$ cat config.mk
export PLATFORM = sky130hd
export DESIGN_NAME = digital_input_debounce_function_map_flat
export DESIGN_NICKNAME = d
export VERILOG_FILES = /design/src/sv/dib_pkg.sv /design/src/sv/dib_in_if.sv /design/src/sv/dib_out_if.sv /design/src/sv/dib_lane.sv /design/src/sv/dib_merge.sv /design/src/sv/digital_input_debounce_function_map.sv /design/src/flat_wrapper.sv
export SDC_FILE = /design/constraint.sdc
export NUM_CORES = 2
export LEC_CHECK = 0
export BUFFER_PORTS_ARGS = -buffer_cell sky130_fd_sc_hd__clkbuf_2
export CAP_MARGIN = 20
export CELL_PAD_IN_SITES_DETAIL_PLACEMENT = 0
export CELL_PAD_IN_SITES_GLOBAL_PLACEMENT = 2
export CORE_ASPECT_RATIO = 0.75
export CORE_MARGIN = 3
export CORE_UTILIZATION = 41
export CTS_CLUSTER_DIAMETER = 30
export DETAILED_ROUTE_END_ITERATION = 6
export PLACE_DENSITY_LB_ADDON = 0.1
export SLEW_MARGIN = 5
export SYNTH_ARGS = -nofsm -noshare
export SYNTH_HDL_FRONTEND = slang
export SYNTH_SLANG_ARGS = --single-unit
$ cat constraint.sdc
create_clock -name i_clk -period 14.79 [get_ports i_clk]
set_clock_uncertainty 0.15 [all_clocks]
set_input_delay 2.958 -clock i_clk [delete_from_list [all_inputs] [get_ports i_clk]]
set_output_delay 2.958 -clock i_clk [all_outputs]
set_load 0.03 [all_outputs]
$ cat src/sv/dib_pkg.sv
// ============================================================================
// dib_pkg
// Shared types and constants for the debounced digital input block.
// ============================================================================
package dib_pkg;

    localparam int NUM_CHANNELS_DEF = 8;
    localparam int COUNT_WIDTH_DEF  = 16;

    localparam int PIN_WIDTH       = 8;
    localparam int FILTER_WIDTH    = 16;
    localparam int CODE_WIDTH      = 8;
    localparam int FLAG_WIDTH      = 32;
    localparam int FUNC_COUNT      = 32;
    localparam int FUNC_PER_WORD   = 16;
    localparam int POS_WIDTH       = 4;
    localparam int CFG_IDX_WIDTH   = 2;
    localparam int CFG_DATA_WIDTH  = 64;

    localparam logic [FLAG_WIDTH-1:0] ODD_MASK      = 32'hAAAA_AAAA;
    localparam logic [POS_WIDTH-1:0]  CODE_LOW_MASK = 4'hF;

    typedef enum logic [CFG_IDX_WIDTH-1:0] {
        CFG_POLARITY = 2'd0,
        CFG_FILTER   = 2'd1,
        CFG_FUNC_MAP = 2'd2
    } t_cfg_idx;

    typedef struct packed {
        logic                 hit;
        logic                 grp;
        logic [POS_WIDTH-1:0] pos;
    } t_hit;

    typedef struct packed {
        logic [PIN_WIDTH-1:0]  levels;
        logic [FLAG_WIDTH-1:0] flags_lo;
        logic [FLAG_WIDTH-1:0] flags_hi;
    } t_result;

endpackage

$ cat src/sv/dib_in_if.sv
// ============================================================================
// dib_in_if
// Raw pin sample channel.
// ============================================================================
interface dib_in_if;
    logic                           valid;
    logic                           ready;
    logic [dib_pkg::PIN_WIDTH-1:0]  raw_pins;

    modport source (output valid, output raw_pins, input ready);
    modport sink   (input valid, input raw_pins, output ready);
endinterface

$ cat src/sv/dib_out_if.sv
// ============================================================================
// dib_out_if
// Debounced level and function flag channel.
// ============================================================================
interface dib_out_if;
    logic                           valid;
    logic                           ready;
    logic [dib_pkg::PIN_WIDTH-1:0]  filtered_levels;
    logic [dib_pkg::FLAG_WIDTH-1:0] function_flags_low;
    logic [dib_pkg::FLAG_WIDTH-1:0] function_flags_high;

    modport source (output valid, output filtered_levels, output function_flags_low,
                    output function_flags_high, input ready);
    modport sink   (input valid, input filtered_levels, input function_flags_low,
                    input function_flags_high, output ready);
endinterface

$ cat src/sv/dib_lane.sv
// ============================================================================
// dib_lane
// One channel: active/inactive debounce counters, held level, code decode.
// ============================================================================
module dib_lane #(
    parameter int COUNT_WIDTH = dib_pkg::COUNT_WIDTH_DEF
) (
    input  logic                            i_clk,
    input  logic                            i_rst_n,
    input  logic                            i_en,
    input  logic                            i_sample,
    input  logic [COUNT_WIDTH-1:0]          i_limit,
    input  logic [dib_pkg::CODE_WIDTH-1:0]  i_code,
    output logic                            o_level,
    output dib_pkg::t_hit                   o_hit
);

    logic [COUNT_WIDTH-1:0] r_act_cnt;
    logic [COUNT_WIDTH-1:0] r_inact_cnt;
    logic                   r_level;
    logic [COUNT_WIDTH-1:0] n_act_cnt;
    logic [COUNT_WIDTH-1:0] n_inact_cnt;
    logic                   w_pass;

    always_comb begin
        n_act_cnt   = r_act_cnt;
        n_inact_cnt = r_inact_cnt;
        w_pass      = 1'b1;
        if (i_sample) begin
            n_inact_cnt = '0;
            if (r_act_cnt < i_limit) begin
                n_act_cnt = r_act_cnt + 1'b1;
                w_pass    = 1'b0;
            end
        end else begin
            n_act_cnt = '0;
            if (r_inact_cnt < i_limit) begin
                n_inact_cnt = r_inact_cnt + 1'b1;
                w_pass      = 1'b0;
            end
        end
        o_level   = w_pass ? i_sample : r_level;
        o_hit.hit = o_level && (i_code != '0) &&
                    (i_code[dib_pkg::CODE_WIDTH-1:dib_pkg::POS_WIDTH+1] == '0);
        o_hit.grp = i_code[dib_pkg::POS_WIDTH];
        o_hit.pos = i_code[dib_pkg::POS_WIDTH-1:0] & dib_pkg::CODE_LOW_MASK;
    end

    always_ff @(posedge i_clk) begin
        if (!i_rst_n) begin
            r_act_cnt   <= '0;
            r_inact_cnt <= '0;
            r_level     <= 1'b0;
        end else if (i_en) begin
            r_act_cnt   <= n_act_cnt;
            r_inact_cnt <= n_inact_cnt;
            r_level     <= o_level;
        end
    end

endmodule

$ cat src/sv/dib_merge.sv
// ============================================================================
// dib_merge
// OR the lane hits into the flag words and keep the previous tick's flags.
// ============================================================================
module dib_merge #(
    parameter int NUM_CHANNELS = dib_pkg::NUM_CHANNELS_DEF
) (
    input  logic                    i_clk,
    input  logic                    i_rst_n,
    input  logic                    i_en,
    input  logic [NUM_CHANNELS-1:0] i_levels,
    input  dib_pkg::t_hit           i_hits [NUM_CHANNELS],
    output dib_pkg::t_result        o_result
);

    logic [dib_pkg::FLAG_WIDTH-1:0] r_flags_lo;
    logic [dib_pkg::FLAG_WIDTH-1:0] r_flags_hi;
    logic [dib_pkg::FUNC_COUNT-1:0] w_active;
    logic [dib_pkg::FLAG_WIDTH-1:0] w_even_lo;
    logic [dib_pkg::FLAG_WIDTH-1:0] w_even_hi;

    always_comb begin
        w_active = '0;
        for (int i = 0; i < NUM_CHANNELS; i++) begin
            if (i_hits[i].hit) begin
                w_active[{i_hits[i].grp, i_hits[i].pos}] = 1'b1;
            end
        end
        w_even_lo = '0;
        w_even_hi = '0;
        for (int k = 0; k < dib_pkg::FUNC_PER_WORD; k++) begin
            w_even_lo[2*k] = w_active[k];
            w_even_hi[2*k] = w_active[dib_pkg::FUNC_PER_WORD + k];
        end
        o_result.levels   = dib_pkg::PIN_WIDTH'(i_levels);
        o_result.flags_lo = ((r_flags_lo << 1) & dib_pkg::ODD_MASK) | w_even_lo;
        o_result.flags_hi = ((r_flags_hi << 1) & dib_pkg::ODD_MASK) | w_even_hi;
    end

    always_ff @(posedge i_clk) begin
        if (!i_rst_n) begin
            r_flags_lo <= '0;
            r_flags_hi <= '0;
        end else if (i_en) begin
            r_flags_lo <= o_result.flags_lo;
            r_flags_hi <= o_result.flags_hi;
        end
    end

endmodule

$ cat src/sv/digital_input_debounce_function_map.sv
// ============================================================================
// digital_input_debounce_function_map
// Debounced digital inputs with polarity and function flag mapping.
// ============================================================================
// One pin sample is accepted per clock cycle unless input stalls; its result goes
// to the output register, or to the skid register if that is full. All channels
// run as parallel lanes, each with its own pair of debounce counters, so the rate
// is set only by the output stage: a two-entry output buffer (output register
// plus skid register) keeps accepting while one result waits, and stalls input
// only when both are full. Configuration takes effect on the next accepted sample.
module digital_input_debounce_function_map #(
    parameter int NUM_CHANNELS = dib_pkg::NUM_CHANNELS_DEF,
    parameter int COUNT_WIDTH  = dib_pkg::COUNT_WIDTH_DEF
) (
    input  logic                                i_clk,
    input  logic                                i_rst_n,
    input  logic                                i_cfg_we,
    input  logic [dib_pkg::CFG_IDX_WIDTH-1:0]   i_cfg_idx,
    input  logic [dib_pkg::CFG_DATA_WIDTH-1:0]  i_cfg_data,
    dib_in_if.sink                              i_pins,
    dib_out_if.source                           o_result
);

    localparam logic [dib_pkg::FILTER_WIDTH-1:0] COUNT_MAX =
        dib_pkg::FILTER_WIDTH'((1 << COUNT_WIDTH) - 1);

    logic [dib_pkg::PIN_WIDTH-1:0]      r_polarity;
    logic [dib_pkg::FILTER_WIDTH-1:0]   r_filter;
    logic [dib_pkg::CFG_DATA_WIDTH-1:0] r_func_map;

    logic                   r_out_valid;
    logic                   r_skid_valid;
    dib_pkg::t_result       r_out_data;
    dib_pkg::t_result       r_skid_data;
    logic                   n_out_valid;
    logic                   n_skid_valid;
    dib_pkg::t_result       n_out_data;
    dib_pkg::t_result       n_skid_data;

    logic                          w_in_acc;
    logic                          w_out_take;
    logic [dib_pkg::PIN_WIDTH-1:0] w_logic;
    logic [COUNT_WIDTH-1:0]        w_limit;
    logic [NUM_CHANNELS-1:0]       w_levels;
    dib_pkg::t_hit                 w_hits [NUM_CHANNELS];
    dib_pkg::t_result              w_res;

    always_ff @(posedge i_clk) begin
        if (!i_rst_n) begin
            r_polarity <= '0;
            r_filter   <= '0;
            r_func_map <= '0;
        end else if (i_cfg_we) begin
            case (dib_pkg::t_cfg_idx'(i_cfg_idx))
                dib_pkg::CFG_POLARITY: begin
                    r_polarity <= i_cfg_data[dib_pkg::PIN_WIDTH-1:0];
                end
                dib_pkg::CFG_FILTER: begin
                    r_filter <= i_cfg_data[dib_pkg::FILTER_WIDTH-1:0];
                end
                dib_pkg::CFG_FUNC_MAP: begin
                    r_func_map <= i_cfg_data;
                end
                default: begin
                end
            endcase
        end
    end

    assign i_pins.ready = !r_skid_valid;
    assign w_in_acc     = i_pins.valid && !r_skid_valid;
    assign w_out_take   = r_out_valid && o_result.ready;
    assign w_logic      = ~(i_pins.raw_pins ^ r_polarity);
    assign w_limit      = (r_filter > COUNT_MAX) ? COUNT_WIDTH'(COUNT_MAX)
                                                 : COUNT_WIDTH'(r_filter);

    for (genvar g = 0; g < NUM_CHANNELS; g++) begin : g_lane
        dib_lane #(
            .COUNT_WIDTH (COUNT_WIDTH)
        ) u_lane (
            .i_clk    (i_clk),
            .i_rst_n  (i_rst_n),
            .i_en     (w_in_acc),
            .i_sample (w_logic[g]),
            .i_limit  (w_limit),
            .i_code   (r_func_map[g*dib_pkg::CODE_WIDTH +: dib_pkg::CODE_WIDTH]),
            .o_level  (w_levels[g]),
            .o_hit    (w_hits[g])
        );
    end

    dib_merge #(
        .NUM_CHANNELS (NUM_CHANNELS)
    ) u_merge (
        .i_clk    (i_clk),
        .i_rst_n  (i_rst_n),
        .i_en     (w_in_acc),
        .i_levels (w_levels),
        .i_hits   (w_hits),
        .o_result (w_res)
    );

    always_comb begin
        n_out_valid  = r_out_valid;
        n_skid_valid = r_skid_valid;
        n_out_data   = r_out_data;
        n_skid_data  = r_skid_data;
        if (w_out_take) begin
            if (r_skid_valid) begin
                n_out_data   = r_skid_data;
                n_skid_valid = 1'b0;
            end else begin
                n_out_valid = 1'b0;
            end
        end
        if (w_in_acc) begin
            if (!n_out_valid) begin
                n_out_valid = 1'b1;
                n_out_data  = w_res;
            end else begin
                n_skid_valid = 1'b1;
                n_skid_data  = w_res;
            end
        end
    end

    always_ff @(posedge i_clk) begin
        if (!i_rst_n) begin
            r_out_valid  <= 1'b0;
            r_skid_valid <= 1'b0;
        end else begin
            r_out_valid  <= n_out_valid;
            r_skid_valid <= n_skid_valid;
        end
    end

    always_ff @(posedge i_clk) begin
        r_out_data  <= n_out_data;
        r_skid_data <= n_skid_data;
    end

    assign o_result.valid               = r_out_valid;
    assign o_result.filtered_levels     = r_out_data.levels;
    assign o_result.function_flags_low  = r_out_data.flags_lo;
    assign o_result.function_flags_high = r_out_data.flags_hi;

`ifndef SYNTH
    a_skid_needs_out: assert property (@(posedge i_clk) disable iff (!i_rst_n)
        r_skid_valid |-> r_out_valid)
        else $error("skid entry held while output register empty");

    a_stall_to_skid: assert property (@(posedge i_clk) disable iff (!i_rst_n)
        (w_in_acc && r_out_valid && !o_result.ready) |=> r_skid_valid)
        else $error("transaction accepted under stall not parked in skid");

    a_flag_history: assert property (@(posedge i_clk) disable iff (!i_rst_n)
        (w_in_acc && i_rst_n) |=>
        ((w_res.flags_lo & dib_pkg::ODD_MASK) ==
         (($past(w_res.flags_lo) << 1) & dib_pkg::ODD_MASK)))
        else $error("odd flag bits do not track previous tick");
`endif

endmodule
$ cat src/flat_wrapper.sv
// flat-port wrapper written by rule: the top's interface ports become plain ports
module digital_input_debounce_function_map_flat 
#(
    parameter int NUM_CHANNELS = dib_pkg::NUM_CHANNELS_DEF,
    parameter int COUNT_WIDTH  = dib_pkg::COUNT_WIDTH_DEF
)
  (i_clk, i_rst_n, i_cfg_we, i_cfg_idx, i_cfg_data, i_pins_valid, i_pins_raw_pins, i_pins_ready, o_result_valid, o_result_filtered_levels, o_result_function_flags_low, o_result_function_flags_high, o_result_ready);
  dib_in_if i_pins_i ();
  dib_out_if o_result_i ();
  input  logic i_clk;
  input  logic i_rst_n;
  input  logic i_cfg_we;
  input  logic [dib_pkg::CFG_IDX_WIDTH-1:0] i_cfg_idx;
  input  logic [dib_pkg::CFG_DATA_WIDTH-1:0] i_cfg_data;
  input wire logic [$bits(i_pins_i.valid)-1:0] i_pins_valid;
  input wire logic [$bits(i_pins_i.raw_pins)-1:0] i_pins_raw_pins;
  output wire logic [$bits(i_pins_i.ready)-1:0] i_pins_ready;
  output wire logic [$bits(o_result_i.valid)-1:0] o_result_valid;
  output wire logic [$bits(o_result_i.filtered_levels)-1:0] o_result_filtered_levels;
  output wire logic [$bits(o_result_i.function_flags_low)-1:0] o_result_function_flags_low;
  output wire logic [$bits(o_result_i.function_flags_high)-1:0] o_result_function_flags_high;
  input wire logic [$bits(o_result_i.ready)-1:0] o_result_ready;
  assign i_pins_i.valid = i_pins_valid;
  assign i_pins_i.raw_pins = i_pins_raw_pins;
  assign i_pins_ready = i_pins_i.ready;
  assign o_result_valid = o_result_i.valid;
  assign o_result_filtered_levels = o_result_i.filtered_levels;
  assign o_result_function_flags_low = o_result_i.function_flags_low;
  assign o_result_function_flags_high = o_result_i.function_flags_high;
  assign o_result_i.ready = o_result_ready;
  digital_input_debounce_function_map #(.NUM_CHANNELS(NUM_CHANNELS), .COUNT_WIDTH(COUNT_WIDTH)) u_core (.i_clk(i_clk), .i_rst_n(i_rst_n), .i_cfg_we(i_cfg_we), .i_cfg_idx(i_cfg_idx), .i_cfg_data(i_cfg_data), .i_pins(i_pins_i), .o_result(o_result_i));
endmodule
==> flow_metrics.py <==
metrics = {
    "floorplan": {
        "core-area_mm2": 0.0738,
        "start_util_pct": 41.5,
        "rows": 86,
        "num_io_pins": 153,
        "die_y_um": 243,
        "die_width_um": 322,
        "dieArea_mm2": 0.0782,
    },
    "drt": {
        "firstDrtPassIters": 5,
        "via_count": 29500,
        "wl_per_cell_um": 23.7,
        "drc": 0,
        "antenna_left": 0,
        "drtIter0Drc": 2721,
        "viasPerCell": 5.95,
        "wirelength_um": 118000,
    },
    "power": {
        "power_frac_seq_pct": 32.0,
        "clkPwrFrac_pct": 56.6,
        "p_int_w": 0.00358,
        "p_comb_share_pct": 11.3,
        "power_w": 0.00494,
        "netSwitchingPower_w": 0.00136,
        "p_sw_share_pct": 27.5,
        "ir_worst_vdd_uv": 94.9,
        "power_leakage_nw": 14.1,
        "power.density_mw_per_mm2": 134,
    },
    "yosys": {
        "synth_mux_area_share_pct": 0.751,
        "synthTopCellsByCount": "530 x nand2_1, 458 x dfxtp_1, 367 x nor2_1, 256 x ha_1, 187 x o21ai_0",
        "yosys_warnings": 0,
        "ys_seq_elements": 530,
        "syn_avg_cell_area_um2": 8.27,
        "yosysSeqAreaShare_pct": 36.9,
        "synth_top_cell_area_share_pct": 29.9,
        "synth_top_area_cell": "dfxtp_1",
        "synth_top_family_by_area": "simple AND/OR/NAND/NOR gates",
        "synth_area_mm2": 0.0307,
        "synthArstFlopShare_pct": 0,
        "ys.flop_type": "dfxtp_1",
        "synth.area.top_cells": "dfxtp_1 30%, ha_1 10%, edfxtp_1 7.0%, nand2_1 6.5%, nor2_1 4.5%",
        "synth.distinct_cells": 98,
        "synth.most_common_cell": "nand2_1",
        "netlist_instances": 3710,
        "synth_edf_count": 72,
        "synth_adder_area_share_pct": 10.4,
        "synth_compound_area_share_pct": 17.4,
        "syn_nets": 4045,
        "synthSimpleGateAreaFrac_pct": 26.4,
        "synth_xor_xnor_area_share_pct": 4.88,
    },
    "clock_network": {
        "cts_hold_buffers": 0,
        "cts-root-buf": "clkbuf_16",
        "clk_pin_slew_ns": 0.05,
        "clock_path_buffers": 3,
        "cts-resized-gates": 0,
        "cts.sinks": 530,
        "cts_buffers": 115,
        "post_cts_buffers": 0,
        "cts_max_level": 3,
        "cts_tree": "yes",
        "clk_latency_ns": 0.69,
    },
    "timing": {
        "finalSetupTns_ns": 0,
        "fmax_mhz": 169,
        "period_share_pct": 40.0,
        "fin_crit_ns": 5.91,
        "report.final.slew_viol_count": 0,
        "hold_viol_final": 0,
        "tightest_slew_ns": 1.37,
        "slew-limit-headroom_pct": 7.96,
        "rsz0062_at_grt": "false",
        "setup_viol": 0,
    },
    "finish": {
        "fill_cells": 7034,
        "final_core_util_pct": 50.0,
        "regArea_mm2": 0.0113,
        "layout.nets": 4231,
        "areaGrowthSynthToFinish_pct": 20.4,
        "multiInputGateArea_mm2": 0.0184,
        "drive_gt1_share_pct": 12.5,
    },
    "worst_setup_path": {
        "cp.required_ns": 15.03,
        "slowest_stage": "a32oi_1",
        "critPathCaptureType": "flip-flop",
        "crit_family": "compound AO/OA/AOI/OAI gates",
        "crit_type": "in -> reg",
        "critPathLaunchType": "input port",
        "critical_path_buf_inv_count": 3,
        "crit_path_max_fanout": 14,
        "crit_path_max_incr_delay_ns": 0.92,
        "worstPathArrival_ns": 6.15,
        "cp_cell_sequence": "clkbuf_2 -> xor2_1 -> a22o_1 -> a31oi_1 -> buf_4 -> a32oi_1 -> o221ai_1 -> nor4_1 -> inv_1",
    },
    "grt": {
        "grt_pass1_wl_um": 174000,
        "grt_overflow": 0,
        "grt_max_degree": 108,
        "grt_pass1_vias": 27600,
        "globalRouteTotalUtil_pct": 29.3,
        "antenna_found_initial": 2,
    },
    "job": {
        "maxCapViolCount": 0,
    },
    "placement": {
        "numPortBuffers": 152,
        "place.gp.congestion": 1.01,
        "place_hpwl_um": 84300,
    },
    "hold_path": {
        "hold_class": "reg -> reg",
    },
    "status": {
        "status": "finished, final reports clean",
    },
}
-- logic make-up (layout without fill, tap and decap cells) --
| family | count (synthesis) | after routing |
|---|---|---|
| simple gates | 1679 | 1679 |
| compound gates | 800 | 800 |
| flops | 530 | 530 |
| fa+ha+maj | 256 | 256 |
| buf+inv | 250 | 538 |
| xor+xnor | 171 | 171 |
| mux | 23 | 23 |
| other cells | 1 | 2 |
-- registers in the layout (all words and copies together) (netlist names), 16 cells and up --
| signal | cells |
|---|---|
| u_core.r_filter | 16 |
| u_core.r_func_map | 64 |
| u_core.r_skid_data | 72 |
| u_core.o_result.function_flags_low | 32 |
| u_core.o_result.function_flags_high | 32 |
| u_core.g_lane.u_lane.r_act_cnt | 128 |
| u_core.u_merge.r_flags_hi | 16 |
| u_core.u_merge.r_flags_lo | 16 |
| u_core.g_lane.u_lane.r_inact_cnt | 128 |
-- tightest hold or removal path, cell delays in order, from the launching register on --
cell and delay (ns):
dfxtp_1 0.30, nand2_1 0.05, a21oi_1 0.05
-- layer usage --
layer	track usage (%)	wire, um	vias up
met5	0	10	-
met4	6.97	2550	2
met3	8.01	10800	196
met2	41.0	46900	1111
met1	44.1	57300	14300
li1	-	-	13900
-- cells in the final DEF, fill, tap and decap left out, drive strengths merged, types with 12 or more instances in the layout --
cell,count
inv,107
and2,36
xnor2,94
nand2,530
clkbuf,289
mux2i,23
nor3,119
edfxtp,72
o211ai,31
clkinv,28
xor2,77
nand4,95
dfxtp,458
nor2b,58
nor4b,12
or2,12
o21ai,191
ha,256
a211oi,35
a31oi,76
a32oi,18
nand3,165
clkinvlp,20
a21boi,88
and3,78
bufinv,22
or3,83
nor2,370
nor4,46
a22oi,24
o21a,13
a21oi,187
nand2b,33
buf,72
o221ai,15
-- power groups by stage --
stage / combinational, W / clock (W) / sequential (W)
6_report: 0.000561 / 0.00280 / 0.00158
3_5_place_dp: 0.000550 / 0 / 0.00161
4_1_cts: 0.000553 / 0.00283 / 0.00158
2_1_floorplan: 0.000288 / 0 / 0.00165
5_1_grt: 0.000603 / 0.00291 / 0.00159
3_3_place_gp: 0.000546 / 0 / 0.00161
-- worst paths after layout --
kind / cells past startpoint / end / start / slack, ns
hold reg to reg: 2 / u_core.o_result.function_flags_low[0] / u_core.o_result.function_flags_low[0] / 0.30
setup reg to reg: 11 / u_core.r_skid_data[20] / u_core.r_filter[15] / 9.97
setup / recovery: 9 / u_core.r_skid_data[20] / i_pins_raw_pins[5] / 8.88
hold / removal: 2 / u_core.o_result.function_flags_low[0] / u_core.o_result.function_flags_low[0] / 0.30
-- through the flow --
step / cells / hold WS, ns / instance area [um^2] / setup WS [ns]
after floorplan: 3710 / 0.273 / 30700 / 7.15
final: 4967 / 0.302 / 36900 / 8.88
after global routing: 4966 / 0.321 / 36900 / 8.72
after global placement: 4741 / 0.291 / 32600 / 8.37
after detailed placement: 4741 / 0.290 / 32600 / 8.32
after CTS: 4960 / 0.303 / 36900 / 9.01
-- cell type report --
cell class              instances  share of cell area [%]
diodes                          1                 0.00677
clock buffers                 137                    8.45
clock inverters                82                    3.11
inverters                      95                   0.965
multi-input cells            2930                    49.9
flip-flops and latches        530                    30.7
well taps                     968                    3.28
repair buffers                224                    3.60
No activity file was read; power rests on OpenSTA's default activity.
